**src/design/gregorian_date_unit_top_defines.svh**
```systemverilog
// ----------------------------------------------------------------------------
// Gregorian date unit assertion macros
// Concurrent assertion helpers used by the top level to check the design.
// ----------------------------------------------------------------------------
`ifndef GREGORIAN_DATE_UNIT_TOP_DEFINES_SVH
`define GREGORIAN_DATE_UNIT_TOP_DEFINES_SVH

`ifndef SYNTHESIS

// The condition holds at every clock edge outside reset.
`define GDU_ASSERT_ALWAYS(lbl, clk, rstn, cond, msg) \
    lbl: assert property (@(posedge clk) disable iff (!rstn) (cond)) \
        else $error(msg);

// The consequent holds in the cycle after the antecedent.
`define GDU_ASSERT_NEXT(lbl, clk, rstn, ante, cons, msg) \
    lbl: assert property (@(posedge clk) disable iff (!rstn) (ante) |=> (cons)) \
        else $error(msg);

// The consequent holds in the same cycle as the antecedent.
`define GDU_ASSERT_SAME(lbl, clk, rstn, ante, cons, msg) \
    lbl: assert property (@(posedge clk) disable iff (!rstn) (ante) |-> (cons)) \
        else $error(msg);

`else

`define GDU_ASSERT_ALWAYS(lbl, clk, rstn, cond, msg)
`define GDU_ASSERT_NEXT(lbl, clk, rstn, ante, cons, msg)
`define GDU_ASSERT_SAME(lbl, clk, rstn, ante, cons, msg)

`endif

`endif

```
**src/design/gdu_pkg.sv**
```systemverilog
// ----------------------------------------------------------------------------
// Gregorian date unit package
// Word types, command and status types, calendar constants and functions.
// ----------------------------------------------------------------------------
package gdu_pkg;

    // Operation codes carried in the func field.
    localparam logic [1:0] FUNC_SET  = 2'd0;
    localparam logic [1:0] FUNC_ADD  = 2'd1;
    localparam logic [1:0] FUNC_DIFF = 2'd2;

    // Calendar constants.
    localparam logic [13:0] DEF_YEAR  = 14'd1970;
    localparam logic [3:0]  DEF_MONTH = 4'd1;
    localparam logic [4:0]  DEF_DAY   = 5'd1;
    localparam logic [13:0] MAX_YEAR  = 14'd9999;
    localparam logic [8:0]  YEAR_DAYS = 9'd365;
    localparam logic [7:0]  DN_BIAS   = 8'd62;
    // Reciprocal of 100 scaled by 2**19, exact for every 14-bit year.
    localparam logic [12:0] RECIP_100 = 13'd5243;
    localparam int          RECIP_SHIFT = 19;

    // Input word.
    typedef struct packed {
        logic [1:0]  func;
        logic [13:0] in_year;
        logic [3:0]  in_month;
        logic [4:0]  in_day;
        logic [15:0] day_count;
    } in_word_t;

    // Result word.
    typedef struct packed {
        logic [13:0] out_year;
        logic [3:0]  out_month;
        logic [4:0]  out_day;
        logic [21:0] day_number;
        logic [21:0] difference;
        logic        input_valid;
    } out_word_t;

    // Datapath operations issued by the controller.
    typedef enum logic [3:0] {
        CMD_NONE,
        CMD_CAPTURE,
        CMD_IN_Q,
        CMD_IN_CHK,
        CMD_SET,
        CMD_ADD_Q,
        CMD_ADD_STEP,
        CMD_DN_Q,
        CMD_DN_SUM,
        CMD_DN_FIN,
        CMD_DIFF,
        CMD_LOAD_OUT
    } cmd_op_t;

    typedef struct packed {
        cmd_op_t op;
        logic    sel_b;
    } cmd_t;

    typedef struct packed {
        logic [1:0] func;
        logic       cnt_zero;
        logic       fits;
        logic       year_end;
        logic       last_year;
    } status_t;

    // Quotient of a year by 100 through the scaled reciprocal.
    function automatic logic [7:0] div100(input logic [13:0] y);
        logic [26:0] prod;
        begin
            prod = 27'(y) * 27'(RECIP_100);
            return prod[RECIP_SHIFT+7:RECIP_SHIFT];
        end
    endfunction

    // Leap year test, given the year and its quotient by 100.
    function automatic logic leap_year(input logic [13:0] y, input logic [7:0] q);
        logic [14:0] q100;
        logic        cent;
        begin
            q100 = {1'b0, q, 6'b0} + {2'b0, q, 5'b0} + {5'b0, q, 2'b0};
            cent = (q100 == {1'b0, y});
            return cent ? (q[1:0] == 2'd0) : (y[1:0] == 2'd0);
        end
    endfunction

    // Length of a month; zero for a month code that is not a month.
    function automatic logic [4:0] month_len(input logic [3:0] m, input logic leap);
        begin
            case (m)
                4'd2:                         return leap ? 5'd29 : 5'd28;
                4'd4, 4'd6, 4'd9, 4'd11:      return 5'd30;
                4'd1, 4'd3, 4'd5, 4'd7,
                4'd8, 4'd10, 4'd12:           return 5'd31;
                default:                      return 5'd0;
            endcase
        end
    endfunction

    // Days before the month in a year that starts in March.
    function automatic logic [8:0] month_offset(input logic [3:0] m);
        begin
            case (m)
                4'd3:    return 9'd0;
                4'd4:    return 9'd31;
                4'd5:    return 9'd61;
                4'd6:    return 9'd92;
                4'd7:    return 9'd122;
                4'd8:    return 9'd153;
                4'd9:    return 9'd184;
                4'd10:   return 9'd214;
                4'd11:   return 9'd245;
                4'd12:   return 9'd275;
                4'd1:    return 9'd306;
                4'd2:    return 9'd337;
                default: return 9'd0;
            endcase
        end
    endfunction

    // Legal date test.
    function automatic logic legal_date(input logic [13:0] y, input logic [3:0] m,
                                        input logic [4:0] d, input logic leap);
        logic [4:0] len;
        begin
            len = month_len(m, leap);
            return (y != 14'd0) && (y <= MAX_YEAR) && (d != 5'd0) && (d <= len);
        end
    endfunction

endpackage

```
**src/design/gregorian_date_unit_top.sv**
```systemverilog
// ----------------------------------------------------------------------------
// Gregorian date unit
// Holds one date; sets it, adds days to it, or measures days to another date.
// ----------------------------------------------------------------------------
//
//   Channel   Handshake            Word
//   input     in_valid / in_stall  in_word  (func, date, day count)
//   output    out_valid / out_stall out_word (stored date, day number, diff)
//
// One word is worked on at a time, through to its result word. Adding days steps
// the date one month at a time in the month-stepping loop, with an extra quotient
// step for each year crossed. Reset sets the stored date to 1970-01-01 and empties
// the result register. A new word is taken while a result still waits; a stalled
// result holds the sequencer only in its last step.
//
module gregorian_date_unit_top (
    input  logic               clk,
    input  logic               rst_n,
    input  logic               in_valid,
    output logic               in_stall,
    input  gdu_pkg::in_word_t  in_word,
    output logic               out_valid,
    input  logic               out_stall,
    output gdu_pkg::out_word_t out_word
);
    import gdu_pkg::*;

`include "gregorian_date_unit_top_defines.svh"

    cmd_t    cmd;
    status_t sts;
    logic    out_date_ok;

    // Sequencer.
    gdu_ctrl u_ctrl (
        .clk       (clk),
        .rst_n     (rst_n),
        .in_valid  (in_valid),
        .in_stall  (in_stall),
        .out_valid (out_valid),
        .out_stall (out_stall),
        .sts       (sts),
        .cmd       (cmd)
    );

    // Date registers and arithmetic.
    gdu_datapath u_datapath (
        .clk      (clk),
        .rst_n    (rst_n),
        .in_word  (in_word),
        .cmd      (cmd),
        .sts      (sts),
        .out_word (out_word)
    );

    // The reported date lies within the supported calendar range.
    assign out_date_ok = (out_word.out_year >= 14'd1) && (out_word.out_year <= MAX_YEAR)
                      && (out_word.out_month >= 4'd1) && (out_word.out_month <= 4'd12)
                      && (out_word.out_day >= 5'd1);

    // An accepted word keeps the input side busy in the next cycle.
    `GDU_ASSERT_NEXT(a_busy_after_accept, clk, rst_n, in_valid && !in_stall, in_stall, "busy")

    // A result appears only at the end of a sequence.
    `GDU_ASSERT_SAME(a_result_src, clk, rst_n, $rose(out_valid), $past(in_stall), "stray result")

    // A valid result word always reports a date within the supported calendar range.
    `GDU_ASSERT_SAME(a_date_legal, clk, rst_n, out_valid, out_date_ok, "illegal stored date")

endmodule

```
**src/design/gdu_ctrl.sv**
```systemverilog
// ----------------------------------------------------------------------------
// Gregorian date unit controller
// Sequences the datapath through check, set, add, day number and difference steps.
// ----------------------------------------------------------------------------
module gdu_ctrl (
    input  logic             clk,
    input  logic             rst_n,
    input  logic             in_valid,
    output logic             in_stall,
    output logic             out_valid,
    input  logic             out_stall,
    input  gdu_pkg::status_t sts,
    output gdu_pkg::cmd_t    cmd
);
    import gdu_pkg::*;

    typedef enum logic [3:0] {
        ST_IDLE,
        ST_IN_Q,
        ST_IN_CHK,
        ST_SET,
        ST_ADD_Q,
        ST_ADD_STEP,
        ST_DN_Q,
        ST_DN_SUM,
        ST_DN_FIN,
        ST_DIFF,
        ST_FINISH
    } state_t;

    state_t  state_reg, state_next;
    logic    sel_b_reg, sel_b_next;
    logic    out_valid_reg, out_valid_next;
    cmd_op_t op;

    // Next state and command decode.
    always_comb
    begin
        state_next     = state_reg;
        sel_b_next     = sel_b_reg;
        out_valid_next = out_valid_reg && out_stall;
        op             = CMD_NONE;
        case (state_reg)
            ST_IDLE:
            begin
                if (in_valid)
                begin
                    op         = CMD_CAPTURE;
                    state_next = ST_IN_Q;
                end
            end
            ST_IN_Q:
            begin
                op         = CMD_IN_Q;
                state_next = ST_IN_CHK;
            end
            ST_IN_CHK:
            begin
                op = CMD_IN_CHK;
                if (sts.func == FUNC_SET)
                begin
                    state_next = ST_SET;
                end
                else if (sts.func == FUNC_ADD)
                begin
                    state_next = ST_ADD_Q;
                end
                else if (sts.func == FUNC_DIFF)
                begin
                    sel_b_next = 1'b1;
                    state_next = ST_DN_Q;
                end
                else
                begin
                    state_next = ST_DN_Q;
                end
            end
            ST_SET:
            begin
                op         = CMD_SET;
                state_next = ST_DN_Q;
            end
            ST_ADD_Q:
            begin
                op         = CMD_ADD_Q;
                state_next = ST_ADD_STEP;
            end
            ST_ADD_STEP:
            begin
                op = CMD_ADD_STEP;
                if (sts.cnt_zero || sts.fits)
                begin
                    state_next = ST_DN_Q;
                end
                else if (sts.year_end)
                begin
                    state_next = sts.last_year ? ST_DN_Q : ST_ADD_Q;
                end
            end
            ST_DN_Q:
            begin
                op         = CMD_DN_Q;
                state_next = ST_DN_SUM;
            end
            ST_DN_SUM:
            begin
                op         = CMD_DN_SUM;
                state_next = ST_DN_FIN;
            end
            ST_DN_FIN:
            begin
                op = CMD_DN_FIN;
                if (sel_b_reg)
                begin
                    sel_b_next = 1'b0;
                    state_next = ST_DN_Q;
                end
                else if (sts.func == FUNC_DIFF)
                begin
                    state_next = ST_DIFF;
                end
                else
                begin
                    state_next = ST_FINISH;
                end
            end
            ST_DIFF:
            begin
                op         = CMD_DIFF;
                state_next = ST_FINISH;
            end
            ST_FINISH:
            begin
                // The result register is free or is being emptied this cycle.
                if (!out_valid_reg || !out_stall)
                begin
                    op             = CMD_LOAD_OUT;
                    out_valid_next = 1'b1;
                    state_next     = ST_IDLE;
                end
            end
            default:
            begin
                state_next = ST_IDLE;
            end
        endcase
    end

    // State and registered outputs.
    always_ff @(posedge clk or negedge rst_n)
    begin
        if (!rst_n)
        begin
            state_reg     <= ST_IDLE;
            sel_b_reg     <= 1'b0;
            out_valid_reg <= 1'b0;
        end
        else
        begin
            state_reg     <= state_next;
            sel_b_reg     <= sel_b_next;
            out_valid_reg <= out_valid_next;
        end
    end

    assign in_stall  = (state_reg != ST_IDLE);
    assign out_valid = out_valid_reg;
    assign cmd.op    = op;
    assign cmd.sel_b = sel_b_reg;

endmodule

```
**src/design/gdu_datapath.sv**
```systemverilog
// ----------------------------------------------------------------------------
// Gregorian date unit datapath
// Stored date, input date check, month stepping, day number and difference arithmetic.
// ----------------------------------------------------------------------------
module gdu_datapath (
    input  logic               clk,
    input  logic               rst_n,
    input  gdu_pkg::in_word_t  in_word,
    input  gdu_pkg::cmd_t      cmd,
    output gdu_pkg::status_t   sts,
    output gdu_pkg::out_word_t out_word
);
    import gdu_pkg::*;

    // Stored date.
    logic [13:0] cy_reg, cy_next;
    logic [3:0]  cm_reg, cm_next;
    logic [4:0]  cd_reg, cd_next;

    // Captured input word and check result.
    logic [1:0]  func_reg, func_next;
    logic [13:0] iy_reg, iy_next;
    logic [3:0]  im_reg, im_next;
    logic [4:0]  id_reg, id_next;
    logic [15:0] cnt_reg, cnt_next;
    logic        ok_reg, ok_next;

    // Year quotient and day number pipeline.
    logic [7:0]  q_reg, q_next;
    logic [13:0] yp_reg, yp_next;
    logic [8:0]  md_reg, md_next;
    logic [21:0] p1_reg, p1_next;
    logic [9:0]  p2_reg, p2_next;
    logic [7:0]  p3_reg, p3_next;
    logic [21:0] dn_reg, dn_next;
    logic [21:0] dnb_reg, dnb_next;
    logic [21:0] diff_reg, diff_next;
    out_word_t   out_reg, out_next;

    logic        cur_leap;
    logic [4:0]  cur_len;
    logic [4:0]  room;
    logic [15:0] step;
    logic [13:0] ysel;
    logic [3:0]  msel;
    logic [4:0]  dsel;
    logic [13:0] yp;
    logic [22:0] prod365;
    logic [21:0] dn_sum;

    // Month length of the stored date and the days left in its month.
    assign cur_leap = leap_year(cy_reg, q_reg);
    assign cur_len  = month_len(cm_reg, cur_leap);
    assign room     = cur_len - cd_reg;
    assign step     = {11'b0, room} + 16'd1;

    // Operand for the day number: the checked input date or the stored date.
    always_comb
    begin
        if (cmd.sel_b)
        begin
            ysel = ok_reg ? iy_reg : DEF_YEAR;
            msel = ok_reg ? im_reg : DEF_MONTH;
            dsel = ok_reg ? id_reg : DEF_DAY;
        end
        else
        begin
            ysel = cy_reg;
            msel = cm_reg;
            dsel = cd_reg;
        end
    end

    // January and February belong to the previous year.
    assign yp      = ysel - {13'b0, (msel < 4'd3)};
    assign prod365 = 23'(yp_reg) * 23'(YEAR_DAYS);
    assign dn_sum  = p1_reg + {12'b0, p2_reg} - {14'b0, p3_reg};

    // Operation decode.
    always_comb
    begin
        cy_next   = cy_reg;
        cm_next   = cm_reg;
        cd_next   = cd_reg;
        func_next = func_reg;
        iy_next   = iy_reg;
        im_next   = im_reg;
        id_next   = id_reg;
        cnt_next  = cnt_reg;
        ok_next   = ok_reg;
        q_next    = q_reg;
        yp_next   = yp_reg;
        md_next   = md_reg;
        p1_next   = p1_reg;
        p2_next   = p2_reg;
        p3_next   = p3_reg;
        dn_next   = dn_reg;
        dnb_next  = dnb_reg;
        diff_next = diff_reg;
        out_next  = out_reg;
        case (cmd.op)
            CMD_CAPTURE:
            begin
                func_next = in_word.func;
                iy_next   = in_word.in_year;
                im_next   = in_word.in_month;
                id_next   = in_word.in_day;
                cnt_next  = in_word.day_count;
                diff_next = 22'd0;
            end
            CMD_IN_Q:
            begin
                q_next = div100(iy_reg);
            end
            CMD_IN_CHK:
            begin
                ok_next = legal_date(iy_reg, im_reg, id_reg, leap_year(iy_reg, q_reg));
            end
            CMD_SET:
            begin
                cy_next = ok_reg ? iy_reg : DEF_YEAR;
                cm_next = ok_reg ? im_reg : DEF_MONTH;
                cd_next = ok_reg ? id_reg : DEF_DAY;
            end
            CMD_ADD_Q:
            begin
                q_next = div100(cy_reg);
            end
            CMD_ADD_STEP:
            begin
                // Finish inside the month, or jump to the first of the next one.
                if (sts.cnt_zero)
                begin
                    cnt_next = cnt_reg;
                end
                else if (sts.fits)
                begin
                    cd_next  = cd_reg + cnt_reg[4:0];
                    cnt_next = 16'd0;
                end
                else
                begin
                    cnt_next = cnt_reg - step;
                    cd_next  = 5'd1;
                    if (sts.year_end)
                    begin
                        cm_next = 4'd1;
                        if (sts.last_year)
                        begin
                            // Stepping past the last date falls back to the default.
                            cy_next = DEF_YEAR;
                            cm_next = DEF_MONTH;
                            cd_next = DEF_DAY;
                        end
                        else
                        begin
                            cy_next = cy_reg + 14'd1;
                        end
                    end
                    else
                    begin
                        cm_next = cm_reg + 4'd1;
                    end
                end
            end
            CMD_DN_Q:
            begin
                yp_next = yp;
                q_next  = div100(yp);
                md_next = month_offset(msel) + {4'b0, dsel};
            end
            CMD_DN_SUM:
            begin
                p1_next = prod365[21:0] + {10'b0, yp_reg[13:2]};
                p2_next = {1'b0, md_reg} + {4'b0, q_reg[7:2]};
                p3_next = q_reg + DN_BIAS;
            end
            CMD_DN_FIN:
            begin
                if (cmd.sel_b)
                begin
                    dnb_next = dn_sum;
                end
                else
                begin
                    dn_next = dn_sum;
                end
            end
            CMD_DIFF:
            begin
                diff_next = (dn_reg > dnb_reg) ? (dn_reg - dnb_reg) : (dnb_reg - dn_reg);
            end
            CMD_LOAD_OUT:
            begin
                out_next.out_year    = cy_reg;
                out_next.out_month   = cm_reg;
                out_next.out_day     = cd_reg;
                out_next.day_number  = dn_reg;
                out_next.difference  = diff_reg;
                out_next.input_valid = ok_reg;
            end
            default:
            begin
                cnt_next = cnt_reg;
            end
        endcase
    end

    // Stored date.
    always_ff @(posedge clk or negedge rst_n)
    begin
        if (!rst_n)
        begin
            cy_reg <= DEF_YEAR;
            cm_reg <= DEF_MONTH;
            cd_reg <= DEF_DAY;
        end
        else
        begin
            cy_reg <= cy_next;
            cm_reg <= cm_next;
            cd_reg <= cd_next;
        end
    end

    // Working registers.
    always_ff @(posedge clk)
    begin
        func_reg <= func_next;
        iy_reg   <= iy_next;
        im_reg   <= im_next;
        id_reg   <= id_next;
        cnt_reg  <= cnt_next;
        ok_reg   <= ok_next;
        q_reg    <= q_next;
        yp_reg   <= yp_next;
        md_reg   <= md_next;
        p1_reg   <= p1_next;
        p2_reg   <= p2_next;
        p3_reg   <= p3_next;
        dn_reg   <= dn_next;
        dnb_reg  <= dnb_next;
        diff_reg <= diff_next;
        out_reg  <= out_next;
    end

    // Status toward the controller.
    assign sts.func      = func_reg;
    assign sts.cnt_zero  = (cnt_reg == 16'd0);
    assign sts.fits      = (cnt_reg <= {11'b0, room});
    assign sts.year_end  = (cm_reg == 4'd12);
    assign sts.last_year = (cy_reg == MAX_YEAR);
    assign out_word      = out_reg;

endmodule
```
**config.mk**
```make
export PLATFORM = sky130hd
export DESIGN_NAME = gregorian_date_unit_top
export DESIGN_NICKNAME = d
export VERILOG_FILES = /design/src/design/gdu_pkg.sv /design/src/design/gregorian_date_unit_top.sv /design/src/design/gdu_ctrl.sv /design/src/design/gdu_datapath.sv
export VERILOG_INCLUDE_DIRS = /design/src /design/src/design
export SDC_FILE = /design/constraint.sdc
export NUM_CORES = 1
export LEC_CHECK = 0
export BUFFER_PORTS_ARGS = -buffer_cell sky130_fd_sc_hd__buf_2
export CORE_MARGIN = 2
export CORE_UTILIZATION = 65
export CTS_CLUSTER_DIAMETER = 120
export DETAILED_ROUTE_END_ITERATION = 10
export PLACE_DENSITY = 0.88
export SLEW_MARGIN = 10
export SYNTH_ARGS = -nofsm -noshare
export SYNTH_HDL_FRONTEND = slang
export SYNTH_SLANG_ARGS = --single-unit
```
**constraint.sdc**
```tcl
create_clock -name clk -period 13.2 [get_ports clk]
set_input_delay 0.66 -clock clk [delete_from_list [all_inputs] [get_ports clk]]
set_output_delay 0.66 -clock clk [all_outputs]
set_load 0.005 [all_outputs]
```
==> impl_metrics.py <==
metrics = {
    "run_status": {
        "status": "completed",
    },
    "clock_tree": {
        "cts_made_buffers": 30,
        "clk_root_buffer_cell": "clkbuf_16",
        "clk_pin_slew_ns": 0.07,
        "clockBufferDepth": 3,
        "cts_hold_buf": 0,
        "cts_resized": 0,
        "cts_sinks": 276,
        "cts_tree": "built",
        "htree_levels": 1,
        "post_cts_buffers": 0,
        "insertion_delay_ns": 0.60,
    },
    "grt": {
        "antenna_found_initial": 0,
        "grt_pass1_wl_um": 114500,
        "grt_pass1_vias": 22611,
        "grt_max_degree": 45,
        "grt_overflow_total": 0,
        "track_usage_pct": 30.40,
    },
    "sta": {
        "hold_viol": 0,
        "finalSetupViolCount": 0,
        "fin_skew_ns": 0.02751,
        "fin_setup_tns_ns": 0,
        "post-route-period-util_pct": 71.71,
        "fmax_mhz": 105.6,
        "tightest_slew_ns": 1.166,
        "rsz0062_at_grt": "false",
        "relSlewSlack_pct": 22.29,
        "finalMaxSlewViolations": 0,
        "finalCriticalPeriod_ns": 9.466,
    },
    "logic_synthesis": {
        "syn_nets": 3690,
        "synth_edf_count": 247,
        "synthFlopType": "edfxtp_1",
        "yosysSeqAreaShare_pct": 27.55,
        "async_flop_share_pct": 10.51,
        "synthCells": 2872,
        "postSynthAreaPerCell_um2": 10.30,
        "ys_types": 76,
        "netlist_area_um2": 29600,
        "ys_warn_count": 0,
        "ys_ff_latch": 276,
    },
    "floorplan": {
        "num_io_pins": 115,
        "coreArea_um2": 45190,
        "die_w_um": 217.4,
        "start_util_pct": 65.50,
        "rows": 78,
        "die-area_um2": 47250,
        "fp.dieH_um": 217.4,
    },
    "job": {
        "max-cap-violations": 0,
    },
    "worst_setup_path": {
        "cp.required_ns": 13.55,
        "critPathSlowestCell": "dfrtp_1",
        "cp_common_cell": "inv_1",
        "setup.worst_path.end_class": "flop",
        "regToRegSetupSlack_ns": 3.73,
        "critical_path.top_delay_family": "adder cells",
        "path_buf_inv": 5,
        "critPathKind": "flop to flop",
        "crit_path_max_fanout": 32,
        "r2r-start": "u_ctrl.sel_b_reg",
        "r2r_end": "u_datapath.q_reg[6]",
        "cp.arrival_ns": 9.81,
        "crit_path_start_kind": "flop",
        "reg2reg_depth": 26,
        "crit_path_max_incr_delay_ns": 0.98,
    },
    "finish": {
        "top_register": "u_datapath.out_word",
        "num_antenna_cells": 0,
        "largest_reg_flops": 68,
        "area_growth_pct": 7.593,
        "drive_gt1_share_pct": 6.910,
        "fillers": 3147,
        "most-common-layout-cells": "inv_1, ha_1, fa_1",
        "fin_nets": 3804,
        "final_common_cell": "inv_1",
    },
    "route": {
        "dr.pass1.iters": 7,
        "routed_via_density": 5.965,
        "initialDrtViolationCount": 1875,
        "drtAntennaViolNets": 0,
        "drc": 0,
        "vias": 21534,
        "drt-total-wl_um": 69900,
        "wire_per_inst_um": 19.36,
    },
    "placement": {
        "numPortBuffers": 114,
        "hpwl_um": 55980,
        "finalWeightedCongestion": 1.019,
    },
    "worst_hold_path": {
        "min_path_type": "input port to asynchronous set/reset pin",
    },
}
logic make-up (layout without fill, tap and decap cells):
logic type	after synthesis	after routing	synth area share [%]
DFF	276	276	27.55
xor gates and xnor gates	161	161	4.765
AOI/OAI and AO/OA	530	530	11.46
adders and majority gates	773	773	39.27
muxes	27	27	0.9216
buffers and inverters	648	786	8.388
and+or+nand+nor	457	457	7.644
synthesized netlist by cell type (18+ instances only):
| cell type | n | share of area [%] |
|---|---|---|
| a21oi_1 | 151 | 2.6 |
| nor2b_1 | 36 | 0.76 |
| mux2i_1 | 25 | 0.85 |
| a21o_1 | 63 | 1.6 |
| inv_1 | 601 | 7.6 |
| edfxtp_1 | 247 | 25 |
| nand2b_1 | 31 | 0.66 |
| xor2_1 | 47 | 1.4 |
| and3_1 | 18 | 0.38 |
| dfrtp_1 | 20 | 1.7 |
| nand2_1 | 111 | 1.4 |
| clkbuf_1 | 39 | 0.49 |
| nor3_1 | 35 | 0.59 |
| nor2_1 | 112 | 1.4 |
| xnor2_1 | 114 | 3.4 |
| nand3_1 | 38 | 0.64 |
| o21ai_0 | 115 | 1.9 |
| ha_1 | 513 | 22 |
| fa_1 | 260 | 18 |
per-layer routing:
layer / share of wire [%] / GRT usage (%)
met1: 40 / 38.75
met3: 6.9 / 4.277
met2: 49 / 52.66
met5: 0 / 0
met4: 4.3 / 11.62
metrics by stage:
stage	utilization [%]	setup WS, ns	hold slack, ns	cell area [um^2]	cells
4_1_cts	70.47	3.872	0.1336	31840	3610
5_1_grt	70.47	3.214	0.1650	31840	3610
6_report	70.47	3.734	0.1181	31840	3610
2_1_floorplan	-	5.954	0.3644	29600	2872
3_3_place_gp	68.23	4.292	0.4015	30830	3554
3_5_place_dp	68.23	3.920	0.4066	30830	3554
how the worst max path moves through the flow:
stage	start	to	slack (ns)	cells past startpoint
after floorplan	u_ctrl.sel_b_reg	u_datapath.q_reg[6]	5.95	27
after global placement	u_ctrl.sel_b_reg	u_datapath.q_reg[6]	4.29	27
after detailed placement	u_ctrl.sel_b_reg	u_datapath.q_reg[6]	3.92	26
after CTS	u_ctrl.sel_b_reg	u_datapath.q_reg[6]	3.87	26
after global routing	u_ctrl.sel_b_reg	u_datapath.q_reg[6]	3.21	26
final	u_ctrl.sel_b_reg	u_datapath.q_reg[6]	3.73	26
worst reg2reg max path: stages, from the launching register on:
cell	delay (ns)
dfrtp_1	0.98
inv_1	0.52
a21oi_1	0.96
nand2_1	0.14
nor2_1	0.28
ha_1	0.26
ha_1	0.27
o211ai_1	0.14
xor2_1	0.51
inv_1	0.23
fa_1	0.54
inv_1	0.05
ha_1	0.30
fa_1	0.49
inv_1	0.07
fa_1	0.52
fa_1	0.55
inv_1	0.04
ha_1	0.30
and4_1	0.24
and4_1	0.25
a32oi_1	0.16
a311oi_1	0.65
a21o_1	0.24
a21oi_1	0.08
xnor2_1	0.13
a221o_1	0.29
cell type report:
class	instances	area, um^2	area share [%]
timing repair buffer	129	683.2	2.145
clock inverter	24	235.2	0.7387
sequential	276	8154	25.61
tap	600	750.7	2.358
inverter	601	2256	7.084
multi-input combinational	1948	18990	59.62
clock buffer	32	778.2	2.444
Power is left out: the tool's default activity adds up to more than one toggle a clock period on the data nets, which glitch-free logic cannot reach.
